<file path="src/hdl/ccs_pkg.sv">
`timescale 1ns / 1ps
package ccs_pkg;

	localparam int BLANK_W = 6;
	localparam int MAX_BLANKS_DEF = 62;
	localparam int QDEPTH = 4;

	localparam logic [7:0] CH_SLASH = 8'h2F;
	localparam logic [7:0] CH_STAR = 8'h2A;
	localparam logic [7:0] CH_QUOTE = 8'h22;
	localparam logic [7:0] CH_BSLASH = 8'h5C;
	localparam logic [7:0] CH_NL = 8'h0A;
	localparam logic [7:0] CH_SPACE = 8'h20;

	// One command from front to back: a run of spaces, a word, maybe a second word.
	typedef struct packed {
		logic [BLANK_W-1:0] blanks;
		logic [7:0] first;
		logic has_second;
		logic [7:0] second;
	} cmd_t;

	// Queue status seen by the front and back.
	typedef struct packed {
		logic full;
		logic empty;
	} q_stat_t;

endpackage

</file>
<file path="src/hdl/ccs_front.sv">
`timescale 1ns / 1ps
module ccs_front #(
	parameter int MAX_BLANKS = ccs_pkg::MAX_BLANKS_DEF
) (
	input logic clk,
	input logic arst_n,
	input logic accept,
	input logic [7:0] in_byte,
	output logic cmd_push,
	output ccs_pkg::cmd_t cmd
);

	typedef enum logic [2:0] {
		M_NORMAL = 3'd0,
		M_SLASH = 3'd1,
		M_STRING = 3'd2,
		M_ESCAPE = 3'd3,
		M_BLOCK = 3'd4,
		M_STAR = 3'd5,
		M_LINE = 3'd6
	} mode_t;

	mode_t mode_q, mode_d;
	logic [ccs_pkg::BLANK_W-1:0] blank_q, blank_d, blank_inc;
	logic text_q, text_d;
	logic closed_q, closed_d;
	logic emit;

	// Saturating space count
	assign blank_inc = (blank_q < ccs_pkg::BLANK_W'(MAX_BLANKS)) ?
		blank_q + ccs_pkg::BLANK_W'(1) : blank_q;

	// Classify the byte and build the command
	always_comb begin
		mode_d = mode_q;
		blank_d = blank_q;
		text_d = text_q;
		closed_d = 1'b0;
		emit = 1'b0;
		cmd.blanks = '0;
		cmd.first = in_byte;
		cmd.has_second = 1'b0;
		cmd.second = in_byte;
		if (closed_q && in_byte == ccs_pkg::CH_NL) begin
			// newline right after a close is swallowed
			blank_d = '0;
			text_d = 1'b0;
		end else begin
			case (mode_q)
				M_SLASH: begin
					if (in_byte == ccs_pkg::CH_STAR) begin
						mode_d = M_BLOCK;
					end else if (in_byte == ccs_pkg::CH_SLASH) begin
						emit = text_q;
						cmd.first = ccs_pkg::CH_NL;
						blank_d = '0;
						mode_d = M_LINE;
					end else begin
						// release the held slash, then treat byte as text
						emit = 1'b1;
						cmd.blanks = blank_q;
						cmd.first = ccs_pkg::CH_SLASH;
						blank_d = '0;
						text_d = 1'b1;
						mode_d = M_NORMAL;
						if (in_byte == ccs_pkg::CH_SPACE) begin
							blank_d = ccs_pkg::BLANK_W'(1);
						end else if (in_byte == ccs_pkg::CH_NL) begin
							cmd.has_second = 1'b1;
							text_d = 1'b0;
						end else begin
							cmd.has_second = 1'b1;
							if (in_byte == ccs_pkg::CH_QUOTE) begin
								mode_d = M_STRING;
							end
						end
					end
				end
				M_STRING, M_ESCAPE: begin
					if (mode_q == M_ESCAPE) begin
						mode_d = M_STRING;
					end
					if (in_byte == ccs_pkg::CH_SPACE) begin
						blank_d = blank_inc;
					end else if (in_byte == ccs_pkg::CH_NL) begin
						emit = 1'b1;
						blank_d = '0;
						text_d = 1'b0;
					end else begin
						emit = 1'b1;
						cmd.blanks = blank_q;
						blank_d = '0;
						text_d = 1'b1;
						if (mode_q == M_STRING) begin
							if (in_byte == ccs_pkg::CH_QUOTE) begin
								mode_d = M_NORMAL;
							end else if (in_byte == ccs_pkg::CH_BSLASH) begin
								mode_d = M_ESCAPE;
							end
						end
					end
				end
				M_BLOCK, M_STAR: begin
					if (in_byte == ccs_pkg::CH_NL) begin
						blank_d = '0;
						text_d = 1'b0;
					end
					if (mode_q == M_STAR && in_byte == ccs_pkg::CH_SLASH) begin
						mode_d = M_NORMAL;
						closed_d = 1'b1;
					end else if (in_byte == ccs_pkg::CH_STAR) begin
						mode_d = M_STAR;
					end else begin
						mode_d = M_BLOCK;
					end
				end
				M_LINE: begin
					if (in_byte == ccs_pkg::CH_NL) begin
						blank_d = '0;
						text_d = 1'b0;
						mode_d = M_NORMAL;
					end
				end
				default: begin
					// normal text, and the unused code
					mode_d = M_NORMAL;
					if (in_byte == ccs_pkg::CH_SLASH) begin
						mode_d = M_SLASH;
					end else if (in_byte == ccs_pkg::CH_SPACE) begin
						blank_d = blank_inc;
					end else if (in_byte == ccs_pkg::CH_NL) begin
						emit = 1'b1;
						blank_d = '0;
						text_d = 1'b0;
					end else begin
						emit = 1'b1;
						cmd.blanks = blank_q;
						blank_d = '0;
						text_d = 1'b1;
						if (in_byte == ccs_pkg::CH_QUOTE) begin
							mode_d = M_STRING;
						end
					end
				end
			endcase
		end
	end

	assign cmd_push = accept && emit;

	// Advance state on each accepted word
	always_ff @(posedge clk or negedge arst_n) begin
		if (!arst_n) begin
			mode_q <= M_NORMAL;
			blank_q <= '0;
			text_q <= 1'b0;
			closed_q <= 1'b0;
		end else if (accept) begin
			mode_q <= mode_d;
			blank_q <= blank_d;
			text_q <= text_d;
			closed_q <= closed_d;
		end
	end

endmodule

</file>
<file path="src/hdl/ccs_cmd_fifo.sv">
`timescale 1ns / 1ps
module ccs_cmd_fifo (
	input logic clk,
	input logic arst_n,
	input logic push,
	input ccs_pkg::cmd_t wr_cmd,
	input logic pop,
	output ccs_pkg::cmd_t head,
	output ccs_pkg::q_stat_t stat
);

	localparam int PTR_W = $clog2(ccs_pkg::QDEPTH);
	localparam int CNT_W = $clog2(ccs_pkg::QDEPTH + 1);

	ccs_pkg::cmd_t slots_q [ccs_pkg::QDEPTH];
	logic [PTR_W-1:0] wr_ptr_q, rd_ptr_q;
	logic [CNT_W-1:0] count_q;
	logic do_push, do_pop;

	assign stat.full = (count_q == CNT_W'(ccs_pkg::QDEPTH));
	assign stat.empty = (count_q == '0);
	assign do_push = push && !stat.full;
	assign do_pop = pop && !stat.empty;
	assign head = slots_q[rd_ptr_q];

	// Store pushed commands
	always_ff @(posedge clk) begin
		if (do_push) begin
			slots_q[wr_ptr_q] <= wr_cmd;
		end
	end

	// Move pointers and occupancy
	always_ff @(posedge clk or negedge arst_n) begin
		if (!arst_n) begin
			wr_ptr_q <= '0;
			rd_ptr_q <= '0;
			count_q <= '0;
		end else begin
			if (do_push) begin
				wr_ptr_q <= wr_ptr_q + PTR_W'(1);
			end
			if (do_pop) begin
				rd_ptr_q <= rd_ptr_q + PTR_W'(1);
			end
			if (do_push && !do_pop) begin
				count_q <= count_q + CNT_W'(1);
			end else if (do_pop && !do_push) begin
				count_q <= count_q - CNT_W'(1);
			end
		end
	end

endmodule

</file>
<file path="src/hdl/ccs_back.sv">
`timescale 1ns / 1ps
module ccs_back (
	input logic clk,
	input logic arst_n,
	input ccs_pkg::cmd_t head,
	input ccs_pkg::q_stat_t stat,
	output logic q_pop,
	input logic pop,
	output logic empty,
	output logic [7:0] out_byte,
	output logic last
);

	logic valid_q;
	logic [7:0] byte_q;
	logic last_q;
	logic [ccs_pkg::BLANK_W-1:0] sent_q;
	logic second_q;
	logic step, retire;
	logic [7:0] word;
	logic word_last;

	// Take a new word when the output slot frees up
	assign step = (!valid_q || pop) && !stat.empty;

	// Pick the next word of the head command
	always_comb begin
		word = head.first;
		word_last = 1'b0;
		retire = 1'b0;
		if (sent_q != head.blanks) begin
			word = ccs_pkg::CH_SPACE;
		end else if (!second_q) begin
			word_last = !head.has_second;
			retire = !head.has_second;
		end else begin
			word = head.second;
			word_last = 1'b1;
			retire = 1'b1;
		end
	end

	assign q_pop = step && retire;

	// Track progress through the command and the output slot
	always_ff @(posedge clk or negedge arst_n) begin
		if (!arst_n) begin
			valid_q <= 1'b0;
			sent_q <= '0;
			second_q <= 1'b0;
		end else if (step) begin
			valid_q <= 1'b1;
			if (retire) begin
				sent_q <= '0;
				second_q <= 1'b0;
			end else if (sent_q != head.blanks) begin
				sent_q <= sent_q + ccs_pkg::BLANK_W'(1);
			end else begin
				second_q <= 1'b1;
			end
		end else if (pop) begin
			valid_q <= 1'b0;
		end
	end

	// Load the output word
	always_ff @(posedge clk) begin
		if (step) begin
			byte_q <= word;
			last_q <= word_last;
		end
	end

	assign empty = !valid_q;
	assign out_byte = byte_q;
	assign last = last_q;

endmodule

</file>
<file path="src/hdl/c_comment_stripper_unit.sv">
`timescale 1ns / 1ps
// Channel   Handshake      Payload
// input     push / full    in_byte[7:0]
// result    pop / empty    out_byte[7:0], last
//
// One input word per cycle is accepted while full is low; the first result
// word goes through the command queue, then the output register. The back
// sends one result word per cycle while pop is high: N pending spaces (N up to
// MAX_BLANKS), then the byte, then the next byte when a held slash is released.
// A four-entry command queue decouples the sides; a stalled result blocks input
// only once four commands wait and full rises. Reset is asynchronous; all empty.
module c_comment_stripper_unit #(
	parameter int MAX_BLANKS = ccs_pkg::MAX_BLANKS_DEF
) (
	input logic clk,
	input logic arst_n,
	input logic push,
	output logic full,
	input logic [7:0] in_byte,
	output logic empty,
	input logic pop,
	output logic [7:0] out_byte,
	output logic last
);

	ccs_pkg::cmd_t cmd, head;
	ccs_pkg::q_stat_t stat;
	logic cmd_push, q_pop, accept;

	assign full = stat.full;
	assign accept = push && !stat.full;

	ccs_front #(
		.MAX_BLANKS(MAX_BLANKS)
	) u_front (
		.clk(clk),
		.arst_n(arst_n),
		.accept(accept),
		.in_byte(in_byte),
		.cmd_push(cmd_push),
		.cmd(cmd)
	);

	ccs_cmd_fifo u_fifo (
		.clk(clk),
		.arst_n(arst_n),
		.push(cmd_push),
		.wr_cmd(cmd),
		.pop(q_pop),
		.head(head),
		.stat(stat)
	);

	ccs_back u_back (
		.clk(clk),
		.arst_n(arst_n),
		.head(head),
		.stat(stat),
		.q_pop(q_pop),
		.pop(pop),
		.empty(empty),
		.out_byte(out_byte),
		.last(last)
	);

endmodule

</file>
<file path="config.mk">
export PLATFORM = sky130hd
export DESIGN_NAME = c_comment_stripper_unit
export DESIGN_NICKNAME = d
export VERILOG_FILES = /design/src/hdl/ccs_pkg.sv /design/src/hdl/ccs_front.sv /design/src/hdl/ccs_cmd_fifo.sv /design/src/hdl/ccs_back.sv /design/src/hdl/c_comment_stripper_unit.sv
export SDC_FILE = /design/constraint.sdc
export NUM_CORES = 1
export LEC_CHECK = 0
export BUFFER_PORTS_ARGS = -buffer_cell sky130_fd_sc_hd__buf_2
export CAP_MARGIN = 20
export CORE_ASPECT_RATIO = 0.6
export CORE_MARGIN = 10
export CORE_UTILIZATION = 61
export DETAILED_ROUTE_END_ITERATION = 16
export PLACE_DENSITY_LB_ADDON = 0.1
export RECOVER_POWER = 25
export SETUP_SLACK_MARGIN = 0.3
export SYNTH_ARGS = -nofsm -noshare
export SYNTH_HDL_FRONTEND = slang
export SYNTH_SLANG_ARGS = --single-unit
</file>
<file path="constraint.sdc">
create_clock -name clk -period 3.4 [get_ports clk]
set_input_delay 0.68 -clock clk [delete_from_list [all_inputs] [get_ports clk]]
set_output_delay 0.68 -clock clk [all_outputs]
set_load 0.05 [all_outputs]
</file>
==> flow_summary.yaml, run 1 <==
outcome:
  status: "finished with violations"
  violations: "capacitance limit, slew limit"
finish:
  nNetsFinal: 448
  fillerInstances: 610
  diodes: 0
  final_cell_area_mm2: 0.00668
  drive_gt1_share_pct: 22.0
  area_delta_synth_final_pct: 15.5
sta:
  fin_setup_tns_ps: 0
  finalHoldViolCount: 0
  fin_skew_ps: 7.36
  rsz0062_at_grt: "no"
  fin_ws_ps: 357
  final-setup-viol-count: 0
  fin_crit_ps: 3040
  drv_slew: 27
  fmax_mhz: 329
  fin_worst_hold_slack_ps: 474
  worst_slew_pin_slew_ps: 1600
  maxSlewHeadroom_pct: -6.43
  fin_crit_sh_pct: 89.5
global_routing:
  grt-ovfl-total: 0
  grt_use_met2_pct: 26.0
  top_usage_layer: "met1"
  grt_use_met1_pct: 26.2
  antenna_found_initial: 0
  grt_pass1_wl_um: 19600
  grt_pass1_vias: 3532
  grt_usage_pct: 18.6
  grt_max_degree: 27
  use_met3_pct: 6.57
critical_path:
  end_kind: "flop"
  startpoint_type: "input pin"
  worstSetupPathType: "input pin to flop"
  crit_required_ps: 3730
  critPathArrivalTime_ps: 3370
  reg2reg_slack_ps: 450
  cp_max_fo: 15
drt:
  drtIter0Drc: 396
  first_pass_iters: 6
  via_count: 3582
  drc: 0
  ant_nets: 0
  wl_um: 12400
  wl_per_cell_um: 21.7
  viasPerCell: 6.28
logic_synthesis:
  synth_edf_count: 101
  synth_compound_area_share_pct: 8.41
  synth_top_family_by_area: "multiplexers"
  synth-seq-area-share_pct: 63.7
  yosys-mux-area-fraction_pct: 11.1
  ys_dominant_reg_cell: "edfxtp_1"
  yosys.area_share.simple_pct: 10.7
  async_reset_ff_share_pct: 20.5
  synth.avg_cell_area_um2: 15.1
  synth_area_mm2: 0.00578
  yosys_register_bits: 127
  syn-num-nets: 403
  yosys_warnings: 0
  synth_cells: 383
  synth_xor_area_share_pct: 1.82
  ys_types: 62
  synth_fa_ha_area_share_pct: 1.86
placed_design:
  dp_slack_ps: 149
  gp_congestion: 0.948
  io_buffers: 22
  dpl.hpwl_um: 8360
  placed_cell_area_mm2: 0.00613
run:
  cap_viol_max_count: 1
clocking:
  h-tree-depth: 4
  clockBufferDepth: 2
  root_buffer: "clkbuf_16"
  clkLatencyLatePin_ps: 410
  clk_pin_slew_ps: 50
  clock-sinks: 127
  postCtsHoldBufs: 0
  cts_tree: "done"
  cts_made_buffers: 17
die:
  die_h_um: 95.4
  io_pins: 23
  initial_core_util_pct: 62.7
  die_width_um: 146
  die_area_mm2: 0.0139
  num_rows: 27
  core_mm2: 0.00922
power:
  powerDensity_mw_per_mm2: 759
  peakVddDrop_uv: 469
  power.leakage_nw: 2.41
  totalPowerFinal_mw: 5.07
min_path:
  hold_path_class: "input pin to flop"
## what timing repair did
item,in CTS,in global routing
hold endpoints to repair,0,0
resized for setup,1,1
endpoints found under the setup margin,2,2
setup buffers,0,4
## final timing paths
kind,from,to,cells past startpoint
max in group asynchronous,arst_n,u_fifo.rd_ptr_q[0],1
max reg2reg,u_fifo.rd_ptr_q[0],u_fifo.count_q[1],11
min in group asynchronous,arst_n,u_back.sent_q[3],1
min,pop,u_back.valid_q,2
max,in_byte[2],u_fifo.count_q[2],10
min reg2reg,u_fifo.count_q[2],u_fifo.count_q[2],1
## area by class of cell
type                            instances  area (um^2)  share of cell area [%]
Inverter                               12         45.0                   0.674
Multi-Input combinational cell        225         1960                    29.3
Sequential cell                       127         3690                    55.2
Clock buffer                           22          444                    6.65
Clock inverter                          9         93.8                    1.41
Timing Repair Buffer                   45          289                    4.33
Tap cell                              130          163                    2.44
## cell families after synthesis
logic type / after synthesis
fa+ha+maj: 8
simple gates: 104
compound gates: 66
xor+xnor: 12
buf+inv: 31
mux: 35
flops: 127
## where the power goes
part	internal [mW]	total [mW]	switching [mW]	leakage, nW
clock network	1.06	1.66	0.602	0.260
registers	1.89	2.06	0.168	1.23
logic	0.606	1.35	0.743	0.925
## layout by cell type, fill, tap and decap left out, types with 8 or more instances in the layout
cell type	n
nand2_1	15
o21ai_0	9
buf_2	13
mux2i_1	10
inv_1	12
nand3_1	10
and2_1	14
a21oi_1	12
edfxtp_1	101
nand2b_1	8
dfrtp_1	24
nor2_1	17
buf_4	18
clkbuf_1	16
xnor2_1	8
mux4_2	23
clkbuf_16	17
## metal layers
layer	share of wire [%]	vias to the layer above
met5	0	-
met4	2.1	0
met3	11	30
met2	42	191
met1	45	1762
li1	-	1599
## synth_stat cells, drive strengths merged (3+ instances only)
master,count,area [um^2]
nor2b,7,43.8
clkbuf,13,48.8
nor3,7,35.0
a21o,5,37.5
nand3,10,50.1
a31oi,3,18.8
xor2,4,35.0
a21oi,12,60.1
o21ai,9,45.0
and2,14,87.6
a32o,3,30.0
o31ai,4,35.0
a22o,6,52.6
ha,7,87.6
o21a,3,22.5
nand2,15,56.3
xnor2,8,70.1
edfxtp,101,3030
nand2b,8,50.1
nor2,17,63.8
mux4,23,518
inv,12,45.0
nand4,3,25.0
mux2i,10,100
or2,4,25.0
nor4,6,58.8
o41ai,3,26.3
dfrtp,26,651
buf,6,48.8
a211o,3,26.3
## flip-flops by register name, indices dropped and copies added (netlist names), 2 cells and up
register / cells
u_front.blank_q: 6
u_fifo.rd_ptr_q: 2
u_back.out_byte: 8
u_back.sent_q: 6
u_fifo.wr_ptr_q: 2
u_fifo.slots_q: 92
u_front.mode_q: 3
u_fifo.count_q: 3
## metrics by stage
step	utilization, %	cells
floorplan	-	383
global placement	66.4	535
detailed placement	66.4	535
CTS	72.3	566
global route	72.4	570
finish	72.4	570
## critical path: stages
cell,delay [ps]
clkbuf_1,370
and4bb_2,330
a311oi_1,490
o211a_1,360
ha_1,230
inv_1,70
fa_1,430
xor2_1,150
nor2_1,110
xor2_1,150
Power figures use the tool's default switching activity.
==> run 2: changes to the inputs <==
--- a/config.mk
+++ b/config.mk
@@ -8,7 +8,6 @@
 export BUFFER_PORTS_ARGS = -buffer_cell sky130_fd_sc_hd__buf_2
 export CAP_MARGIN = 20
 export CORE_ASPECT_RATIO = 0.6
-export CORE_MARGIN = 10
 export CORE_UTILIZATION = 61
 export DETAILED_ROUTE_END_ITERATION = 16
 export PLACE_DENSITY_LB_ADDON = 0.1
==> run 2 against run 1 <==
The flow still finishes with violations (capacitance limit, slew limit). Fmax grew 0.39%. Sequential power hardly changed. Final area is 1.5% higher. Non-clock buffer count is the same. Die area is 29% lower. Cell count grew 0.18%. First-iteration DRC count is 5.1% lower. Count of clock-buffer cells in the layout decreased by 2. Global-route usage rose by 8.2 points. Wire length decreased by 3.0%. Setup slack gained 12 ps.
==> flow_summary.yaml, run 2 (synthesized netlist as in run 1, its figures left out) <==
critical_path:
  cp_max_fo: 15
  end_kind: "flop"
  startpoint_type: "input pin"
  reg2regPathDepth: 11
  critPathArrivalTime_ps: 3370
  timing.rr.start: "u_fifo.rd_ptr_q[0]"
  worstSetupPathType: "input pin to flop"
  reg2reg_slack_ps: 410
  crit_required_ps: 3740
  r2r-end: "u_fifo.count_q[1]"
die:
  initial_core_util_pct: 62.9
  die_area_mm2: 0.00989
  core_mm2: 0.00919
  io_pins: 23
  num_rows: 27
  die_h_um: 77.4
  die_width_um: 128
sta:
  final-setup-viol-count: 0
  fin_setup_tns_ps: 0
  finalHoldViolCount: 0
  fin_crit_sh_pct: 89.1
  fin_crit_ps: 3030
  maxSlewHeadroom_pct: -1.08
  rsz0062_at_grt: "no"
  fin_worst_hold_slack_ps: 480
  drv_slew: 27
  fmax_mhz: 330
  fin_skew_ps: 18.5
  worst_slew_pin_slew_ps: 1520
drt:
  via_count: 3557
  first_pass_iters: 5
  ant_nets: 0
  drc: 0
  viasPerCell: 6.23
  drtIter0Drc: 376
  wl_per_cell_um: 21.0
  wl_um: 12000
power:
  powerDensity_mw_per_mm2: 780
  totalPowerFinal_mw: 5.29
  power.leakage_nw: 2.45
  peakVddDrop_uv: 422
clocking:
  cts_tree: "done"
  clock-sinks: 127
  clockBufferDepth: 2
  clkLatencyLatePin_ps: 420
  root_buffer: "clkbuf_16"
  postCtsHoldBufs: 0
  clk_pin_slew_ps: 50
  h-tree-depth: 4
  cts_made_buffers: 17
placed_design:
  dpl.hpwl_um: 7990
  gp_congestion: 1.01
  io_buffers: 22
finish:
  regMostFlops: "u_fifo.slots_q"
  drive_gt1_share_pct: 22.9
  layout_common_cells: "edfxtp_1, dfrtp_1, mux4_2, nor2_1, clkbuf_16"
  area_delta_synth_final_pct: 17.2
  largest_reg_flops: 92
  layout_commonest_cell: "edfxtp_1"
  diodes: 0
  fillerInstances: 598
  nNetsFinal: 448
global_routing:
  grt_pass1_vias: 3434
  grt_usage_pct: 26.8
  grt_max_degree: 27
  antenna_found_initial: 0
  grt_pass1_wl_um: 19000
  grt-ovfl-total: 0
min_path:
  hold_depth: 2
  min_to: "u_back.valid_q"
  hold_path_class: "input pin to flop"
  worstHoldStart: "pop"
outcome:
  violations: "capacitance limit, slew limit"
  status: "finished with violations"
run:
  cap_viol_max_count: 1
run 2: cell types whose count changed in the layout (fill, tap and decap cells not counted), sizes merged:
cell / before / now
clkinvlp: 1 / 2
inv: 12 / 13
buf: 33 / 32
clkbuf: 34 / 33
clkinv: 6 / 5
bufinv: 2 / 4
run 2: routing by layer:
layer  up-vias  GRT usage, %  wire, um
met3        10          8.14       929
met2       158          36.8      5280
met4         0          9.29       117
li1       1600             -         -
met1      1789          40.7      5690
met5         -             0         0
run 2: worst max-delay path, cell delays in order:
cell and delay [ps]:
clkbuf_1 380, and4bb_2 320, a311oi_1 450, o211a_1 380
ha_1 250, inv_1 70, fa_1 420, xor2_1 150
nor2_1 110, xor2_1 150
run 2: worst max-delay path by stage:
stage / start / endpoint / slack (ps) / cells past startpoint
6_report: in_byte[0] / u_fifo.count_q[2] / 370 / 10
5_1_grt: in_byte[0] / u_fifo.count_q[2] / 170 / 10
2_1_floorplan: in_byte[0] / u_fifo.count_q[1] / 400 / 9
3_5_place_dp: in_byte[0] / u_fifo.count_q[1] / 200 / 9
3_3_place_gp: in_byte[0] / u_fifo.count_q[1] / 260 / 9
4_1_cts: u_fifo.rd_ptr_q[0] / u_fifo.count_q[1] / 340 / 10
run 2: what timing repair did:
item	in CTS	in global routing
gates resized for setup	1	3
endpoints found under the setup margin	2	2
setup buffers	2	4
endpoints found under the hold margin	0	0
run 2: cell type report:
class                           count  area, um^2  share of cell area (%)
Clock inverter                     12         166                    2.46
Multi-Input combinational cell    225        1970                    29.0
Clock buffer                       20         437                    6.44
Sequential cell                   127        3680                    54.4
Tap cell                          130         163                    2.40
Inverter                           12        45.0                   0.665
Timing Repair Buffer               45         313                    4.62
run 2: where the power goes:
group	switching [mW]	internal (mW)	total (mW)	leakage (nW)
Combinational	0.756	0.634	1.39	0.932
Sequential	0.171	1.89	2.06	1.23
Clock	0.621	1.22	1.84	0.289
Total	1.55	3.74	5.29	2.45
run 2: per-stage QoR:
stage	instance area (um^2)	instances	setup WS (ps)	util, %
2_1_floorplan	5780	383	396	-
3_3_place_gp	6140	533	255	66.8
3_5_place_dp	6140	533	196	66.8
4_1_cts	6760	567	345	73.5
5_1_grt	6780	571	165	73.7
6_report	6780	571	369	73.7
